==> src/hw/rtl/isort_pkg.sv <==
// Package of the insertion sorter: widths, defaults and the cell control struct.
// No dependencies.
package isort_pkg;

  localparam int DATA_W        = 32;
  localparam int MAX_ITEMS_DEF = 16;

  // Control broadcast to every cell of the chain.
  typedef struct packed {
    logic load;       // insert the broadcast value into the ordered row
    logic shift_out;  // move every entry one place toward cell zero
  } cell_ctrl_t;

endpackage

==> src/hw/rtl/isort_cell.sv <==
// One compare-and-shift cell of the insertion sorter chain.
// Depends on isort_pkg.
module isort_cell
  import isort_pkg::*;
(
  input  logic                     clk,
  input  cell_ctrl_t               ctrl,
  input  logic                     occupied,
  input  logic signed [DATA_W-1:0] new_value,
  input  logic                     left_gt,
  input  logic signed [DATA_W-1:0] left_value,
  input  logic signed [DATA_W-1:0] right_value,
  output logic signed [DATA_W-1:0] value,
  output logic                     gt
);

  // An empty cell counts as larger than anything, so the new value lands
  // in the first free place when nothing held is larger.
  assign gt = !occupied || (value > new_value);

  always_ff @(posedge clk) begin
    if (ctrl.load && gt) begin
      value <= left_gt ? left_value : new_value;
    end else if (ctrl.shift_out) begin
      value <= right_value;
    end
  end

endmodule

==> src/hw/rtl/insertion_sorter.sv <==
// Top level of the insertion sorter: cell chain, fill count and output stage.
// Depends on isort_pkg and isort_cell.
//
//   channel | direction | tdata              | tlast         | tuser
//   --------+-----------+--------------------+---------------+-------------
//   s_*     | in        | sample_value[31:0] | final_element | -
//   m_*     | out       | sorted_value[31:0] | end_of_set    | overflowed
//
// Each request is inserted as it is taken, and the next can be taken at once:
// every cell compares its entry with the broadcast value in parallel and the
// row opens a gap at the insertion point. After the final request the row
// drains through cell zero, one result per cycle while m_tready is high, and
// s_tready is low for the whole drain.
// Reset clears the fill count, the drop flag and the control; the row itself
// is not cleared, since only filled places are ever read.
module insertion_sorter
  import isort_pkg::*;
#(
  parameter int MAX_ITEMS = MAX_ITEMS_DEF
) (
  input  logic              clk,
  input  logic              rst,
  input  logic              s_tvalid,
  output logic              s_tready,
  input  logic [DATA_W-1:0] s_tdata,   // [31:0] sample_value
  input  logic              s_tlast,   // final_element
  output logic              m_tvalid,
  input  logic              m_tready,
  output logic [DATA_W-1:0] m_tdata,   // [31:0] sorted_value
  output logic              m_tlast,   // end_of_set
  output logic [0:0]        m_tuser    // [0] overflowed
);

  localparam int CNT_W = $clog2(MAX_ITEMS + 1);

  // Two modes: taking in elements, and handing the sorted set out.
  localparam logic ST_LOAD  = 1'b0;
  localparam logic ST_DRAIN = 1'b1;

  logic             state;
  logic [CNT_W-1:0] count;      // entries held in the row
  logic             dropped;    // an element of the current set was dropped
  logic [CNT_W-1:0] remaining;  // results still to leave the row
  logic             set_ovf;    // overflow mark of the set being drained

  logic       accept;
  logic       full;
  logic       drain_step;
  cell_ctrl_t ctrl;

  logic signed [DATA_W-1:0] cell_value [MAX_ITEMS];
  logic                     cell_gt    [MAX_ITEMS];

  assign s_tready   = (state == ST_LOAD);
  assign accept     = s_tvalid && s_tready;
  assign full       = (count == CNT_W'(MAX_ITEMS));
  // While draining with results left, the row moves one place whenever the output register is free or emptying.
  assign drain_step = (state == ST_DRAIN) && (remaining != '0) && (!m_tvalid || m_tready);

  assign ctrl.load      = accept && !full;
  assign ctrl.shift_out = drain_step;

  // The chain: each cell sees its left neighbor for inserts and its right
  // neighbor for the drain. Cell zero has no left neighbor larger than the
  // new value; the last cell simply keeps its own entry while draining.
  for (genvar i = 0; i < MAX_ITEMS; i++) begin : g_cell
    logic                     l_gt;
    logic signed [DATA_W-1:0] l_value;
    logic signed [DATA_W-1:0] r_value;

    if (i == 0) begin : g_first
      assign l_gt    = 1'b0;
      assign l_value = cell_value[0];
    end else begin : g_inner
      assign l_gt    = cell_gt[i-1];
      assign l_value = cell_value[i-1];
    end

    if (i == MAX_ITEMS - 1) begin : g_last
      assign r_value = cell_value[i];
    end else begin : g_mid
      assign r_value = cell_value[i+1];
    end

    isort_cell u_cell (
      .clk         (clk),
      .ctrl        (ctrl),
      .occupied    (CNT_W'(i) < count),
      .new_value   ($signed(s_tdata)),
      .left_gt     (l_gt),
      .left_value  (l_value),
      .right_value (r_value),
      .value       (cell_value[i]),
      .gt          (cell_gt[i])
    );
  end

  // Fill count, drop flag, mode, results remaining and overflow mark of the set.
  always_ff @(posedge clk) begin
    if (rst) begin
      state     <= ST_LOAD;
      count     <= '0;
      dropped   <= 1'b0;
      remaining <= '0;
      set_ovf   <= 1'b0;
    end else begin
      case (state)
        ST_LOAD: begin
          if (accept) begin
            if (s_tlast) begin
              // The set is complete: hand over its size and overflow mark.
              state     <= ST_DRAIN;
              remaining <= full ? count : count + CNT_W'(1);
              set_ovf   <= dropped || full;
              count     <= '0;
              dropped   <= 1'b0;
            end else if (full) begin
              dropped <= 1'b1;
            end else begin
              count <= count + CNT_W'(1);
            end
          end
        end
        ST_DRAIN: begin
          if (drain_step) begin
            remaining <= remaining - CNT_W'(1);
            if (remaining == CNT_W'(1)) begin
              state <= ST_LOAD;
            end
          end
        end
        default: begin
          state <= ST_LOAD;
        end
      endcase
    end
  end

  // Output register: the smallest entry leaves from cell zero.
  always_ff @(posedge clk) begin
    if (rst) begin
      m_tvalid <= 1'b0;
    end else if (drain_step) begin
      m_tvalid <= 1'b1;
    end else if (m_tready) begin
      m_tvalid <= 1'b0;
    end
  end

  always_ff @(posedge clk) begin
    if (drain_step) begin
      m_tdata    <= cell_value[0];
      m_tlast    <= (remaining == CNT_W'(1));
      m_tuser[0] <= set_ovf;
    end
  end

endmodule

==> config.mk <==
export PLATFORM = sky130hd
export DESIGN_NAME = insertion_sorter
export DESIGN_NICKNAME = d
export VERILOG_FILES = /design/src/hw/rtl/isort_pkg.sv /design/src/hw/rtl/isort_cell.sv /design/src/hw/rtl/insertion_sorter.sv
export SDC_FILE = /design/constraint.sdc
export NUM_CORES = 2
export LEC_CHECK = 0
export BUFFER_PORTS_ARGS = -buffer_cell sky130_fd_sc_hd__buf_2
export CAP_MARGIN = 20
export CORE_MARGIN = 2
export CORE_UTILIZATION = 60
export DETAILED_ROUTE_END_ITERATION = 12
export PLACE_DENSITY = 0.78
export SYNTH_ARGS = -nofsm -noshare
export SYNTH_HDL_FRONTEND = slang
export SYNTH_SLANG_ARGS = --single-unit
==> constraint.sdc <==
create_clock -name clk -period 7.7 [get_ports clk]
set_clock_uncertainty 0.05 [all_clocks]
set_input_delay 1.54 -clock clk [delete_from_list [all_inputs] [get_ports clk]]
set_output_delay 1.54 -clock clk [all_outputs]
set_load 0.05 [all_outputs]
==> Yosys cells after proc, flatten, opt, wreduce, memory -nomap -nowiden <==
Cells that the tools add are included.
{ "totals": {"ff_bits": 560, "input_bits": 37, "output_inout_bits": 36} }
{ "classes": {"n_addsub": 2, "n_lt_le_gt_ge": 32, "n_eq_ne": 5, "muxes": 60, "bitwise": 1, "reduce_logical": 78} }
{ "op_table": {"columns": ["op", "count"], "rows": [
  ["32-bit 2-to-1 mux", 45],
  ["32-bit greater-than comparator", 16],
  ["4-bit by 5-bit less-than comparator with 1-bit output, first input constant", 8],
  ["2-bit nonzero test", 17],
  ["5-bit 2-to-1 mux", 5],
  ["1-bit logical AND", 20],
  ["3-bit by 5-bit less-than comparator with 1-bit output, first input constant", 4],
  ["1-bit zero test", 18],
  ["1-bit logical OR", 18],
  ["1-bit by 5-bit less-than comparator with 1-bit output, first input constant", 2],
  ["2-bit by 5-bit less-than comparator with 1-bit output, first input constant", 2],
  ["5-bit one-hot mux with 2 select lines", 1],
  ["3-bit AND reduction", 3],
  ["1-bit 2-to-1 mux", 8],
  ["2-bit by 1-bit != test with 1-bit output, second input constant", 3],
  ["5-bit by 1-bit adder with 5-bit output, second input constant", 1],
  ["5-bit by 1-bit equality test with 1-bit output, second input constant", 1],
  ["5-bit equality test, second input constant", 1],
  ["5-bit nonzero test", 1],
  ["5-bit by 1-bit subtractor with 5-bit output, second input constant", 1],
  ["1-bit one-hot mux with 2 select lines", 1],
  ["2-bit AND reduction", 1],
  ["1-bit NOT", 1]
]} }

==> Depth between registers and ports, before layout <==
{ "depth": {"depth_word": 5, "mapped_depth": 14} }

==> Modules after synthesis <==
A second synthesis with hierarchy kept.
{ "hier_totals": {"cells_unflattened": 4369, "hier_area_um2": 44777.9} }
{ "by_module_without_submodules": {"columns": ["mod", "instances", "cells_per_inst", "area_per_inst_um2", "seq_area_each_um2"], "rows": [
  ["isort_cell", 16, 263, 2676.3, 960.9],
  ["insertion_sorter", 1, 161, 1956.9, 1301.2]
]} }

==> Worst setup path after synthesis <==
Ideal clock, no wire load.
{ "synth_timing": {"path_type": "input -> register", "from": "input s_tdata[14]", "to": "register g_cell[11].u_cell.value[0] (enable)", "arrival_time_ps": 5851, "setup_slack_ps": 1333, "path_stages": 11, "path_cell_list": "inv_1 ha_1 nand4_1 or3_1 a21o_1 a31oi_1 o311a_1 nor3_1 buf_2 buf_2 o21ai_0"} }
{ "synth_via": {"elab_chain_len": 4} }
{ "synth_lines": {"columns": ["item", "line", "text"], "rows": [
  ["start, declared", "insertion_sorter.sv:25", "input logic [DATA_W-1:0] s_tdata,"],
  ["32-bit greater-than comparator", "isort_cell.sv:19", "assign gt = !occupied || (value > new_value);"],
  ["1-bit logical OR", "isort_cell.sv:19", null],
  ["1-bit logical AND", "isort_cell.sv:22", "if (ctrl.load && gt) begin"],
  ["2-bit nonzero test (no line)", null, null],
  ["end signal, assigned", "isort_cell.sv:23", "value <= left_gt ? left_value : new_value;"],
  ["end signal, assigned", "isort_cell.sv:25", "value <= right_value;"],
  ["end, declared", "isort_cell.sv:13", "output logic signed [DATA_W-1:0] value,"]
]} }
No other way between the ends.
A chain may end at the register's enable or synchronous reset.

==> Worst setup path after layout <==
{ "layout_timing": {"from": "input s_tdata[11]", "to": "register g_cell[12].u_cell.value[4] (enable)"} }
{ "layout_via": {"elab_chain_len": 4} }
{ "layout_lines": {"columns": ["item", "line"], "rows": [
  ["32-bit greater-than comparator", "isort_cell.sv:19"],
  ["1-bit logical OR", "isort_cell.sv:19"],
  ["1-bit logical AND", "isort_cell.sv:22"],
  ["2-bit nonzero test (no line)", null],
  ["end signal, assigned", "isort_cell.sv:23"],
  ["end signal, assigned", "isort_cell.sv:25"],
  ["end, declared", "isort_cell.sv:13"]
]} }
No other way between the ends.

==> summary.md <==
| Metric | Value |
|---|---|
| Status | `complete, no violations` |
| Worst setup SP type | `input port` |
| Cts repair resizes | `0` |
| Slew Viols, Final | `0` |
| Peak supply drop | `0.138 mV` |
| Leakage | `18.2 nW` |
| Routed length per instance | `22.6 microns` |
| Vias per Instance | `6.48` |
| Average size of a mapped cell | `approximately 11 sq um` |
| Worst Reg-to-Reg Cells | `10` |
| Post-synth top area share | `42.0%` |
| Synthesized instance count | `about 3,700` |
| Unrepaired setup endpoints after global routing | `false` |
| FILL cells | `slightly below 5,000` |
| Max_cap viols | `0` |
| CTS H-tree lvls | `3` |
| Clock sinks | `560` |
| Leading area contributor after synthesis | `edfxtp_1` |
| Post-CTS Hold Buffers | `0` |
| Dominant synthesized flop cell | `edfxtp_1` |
| CP max FO | `23` |
| HPWL after DPL | `79,100 microns` |
| Hold Crit Class | `flop to flop` |
| CP Data Arrival Time | `5.85 ns` |
| Gr usage total | `30.9%` |
| Clk Latency, worst-skew pair | `0.61 ns` |
| Final-report setup violation count | `0` |
| Area grow syn2layout | `9.05%` |
| Residual DRC | `0` |
| Initial antenna violation count | `4` |
| Largest net degree at the start of global routing | `66` |
| Worst Path Required | `between 7 and 8 ns` |
| Area of the core | `about 64,000 sq um` |
| Initial DRC count | `around 3,100` |
| Setup_tns | `0 ns` |
| Synth top cells by count | `546 x edfxtp_1, 517 x ha_1, 505 x a21oi_1` |
| Endpoints failing hold | `0` |
| CTS tree | `yes` |
| Placed Area | `40,500 sq um` |
| Non-Filler Instances | `4,637` |
| CTS Buf Count | `66` |
| Routed vias | `about 30,000` |
| Total power draw | `9.33 mW` |
| Drt pass-1 iters | `6` |
| Clock slew at reported path FFs | `around 0.06 ns` |
| Syn_nets | `4,255` |
| Height of the die | `259 microns` |
| Synth Register Bits | `560` |
| Placed cells | `4,515` |
| Clock root buffer | `clkbuf_16` |
| Finished Cell Area | `about 43,000 sq um` |
| Tcrit/Tclk final | `roughly 73%` |
| Async S/R FF share, synth | `0%` |
| Final WL | `105,000 microns` |
| I/O pin count | `73` |
| Vias in the first global route | `just under 30,000` |
| GRT overflow | `0` |
| Crit path time final | `about 5.6 ns` |
| Slew @ Worst Pin | `1.31 ns` |
| Global-route wire length before repair | `164,000 microns` |
| Top cells by area, synth | `edfxtp_1 42%, ha_1 17%, mux2i_1 7.5%` |
| Die W | `between 200 and 300 microns` |
| Layout cell share with drive strength beyond 1 | `11.9%` |
| PwrDens | `around 220 nW/um^2` |
| Hold path depth | `0` |
| ANT nets after route | `0` |
| GP Congestion | `0.940` |
| Fmax | `179 MHz` |
| Rel. slew slack | `10.7%` |
| Unique masters post-synth | `70` |
| Max Root-Sink Buffers | `3` |
| Number of port buffers | `approximately 70` |
| Starting density of the core | `60.7%` |
| Post-synthesis sequential area ratio | `a little over two fifths` |
| Most common cell in the netlist | `edfxtp_1` |
| Yosys Warn Count | `0` |
| Number of synthesized flops with an enable pin | `~550` |
| Hold slack | `0.402 ns` |
| Num rows | `93` |
| Setup Buffers After CTS | `0` |
| Crit. End Element | `flop` |
| Setup CP Type | `input port to flop` |
| Synthesized area | `between 30,000 and 40,000 sq um` |
| Layout net count | `4,283` |
| Die Area | `67,100 sq um` |
-- worst paths after layout --
kind	slack (ns)	from	to
min	0.40	set_ovf	m_tuser
min reg2reg	0.40	set_ovf	m_tuser
max	2.10	s_tdata[11]	g_cell[12].u_cell.value[4]
max reg2reg	3.51	g_cell[9].u_cell.value[31]	g_cell[10].u_cell.value[29]
-- worst max-delay path, cell delays in order --
cell and delay, ns:
buf_2 0.31, inv_1 0.36, buf_4 0.30, ha_1 0.33, nand4_1 0.18, a2111oi_0 1.12
o31ai_1 0.13, a21oi_1 0.29, a211oi_4 0.10, buf_4 0.24, o21ai_4 0.64, buf_4 0.30
-- through the flow --
step / utilization (%) / setup WS [ns]
after global routing: 66.2 / 1.99
after detailed placement: 62.9 / 1.64
after CTS: 66.1 / 2.20
after global placement: 62.9 / 1.75
after floorplan: - / 1.33
final: 66.2 / 2.10
-- final cells by class --
type	instances	area, sq um	share of cell area, %
Clock inverter	32	221	0.520
Clock buffer	84	1840	4.31
Tap cell	855	1070	2.51
Inverter	70	263	0.617
Sequential cell	560	16700	39.2
Antenna cell	5	12.5	0.0294
Multi-Input combinational cell	2875	21500	50.4
Timing Repair Buffer	156	1020	2.40
-- registers in the layout (all words and copies together), names as in the netlist --
register and count:
dropped 1, count 5, m_tlast 1, g_cell.u_cell.value 512
m_tvalid 1, set_ovf 1, m_tuser 1, state 1
m_tdata 32, remaining 5
-- where the power goes --
part	internal (mW)	switching (mW)	leakage, nW
Clock	1.78	1.30	1.02
Combinational	0.827	1.22	11.9
Sequential	3.88	0.333	5.37
Total	6.49	2.85	18.2
-- cells in the final DEF (no fill, tap or decap), drive strengths merged, types with 8 or more instances in the layout --
master / instances
o21a: 14
nand3: 21
a21oi: 505
a31oi: 9
mux2i: 294
inv: 70
buf: 156
a21o: 127
nand4: 115
nor2: 375
nor4: 18
dfxtp: 14
o211ai: 18
nand2: 211
clkinv: 29
mux2: 187
nand2b: 17
ha: 517
or2: 10
edfxtp: 546
nor3: 24
or3: 10
or4: 8
o21ai: 274
nor2b: 25
a211oi: 9
clkbuf: 84
-- per-layer routing --
metal / GRT usage [%] / share of wire (%) / vias up
li1: - / - / 14137
met1: 41.5 / 42 / 14373
met2: 50.7 / 47 / 1298
met3: 3.52 / 7.4 / 262
met4: 14.0 / 4.4 / 0
met5: 0 / 0 / -
-- cell families (layout without fill, tap and decap cells) --
family          count (synthesis)  after routing  share of synthesized area (%)
buf+inv                       266            342                           2.90
fa+ha+maj                     517            517                           16.6
simple gates                  854            854                           9.88
other cells                     0              5                              0
compound gates               1019           1019                           14.9
mux                           481            481                           12.9
flops                         560            560                           42.7
xor+xnor                        4              4                         0.0897
Note: power is estimated with default switching activity, not from simulation.
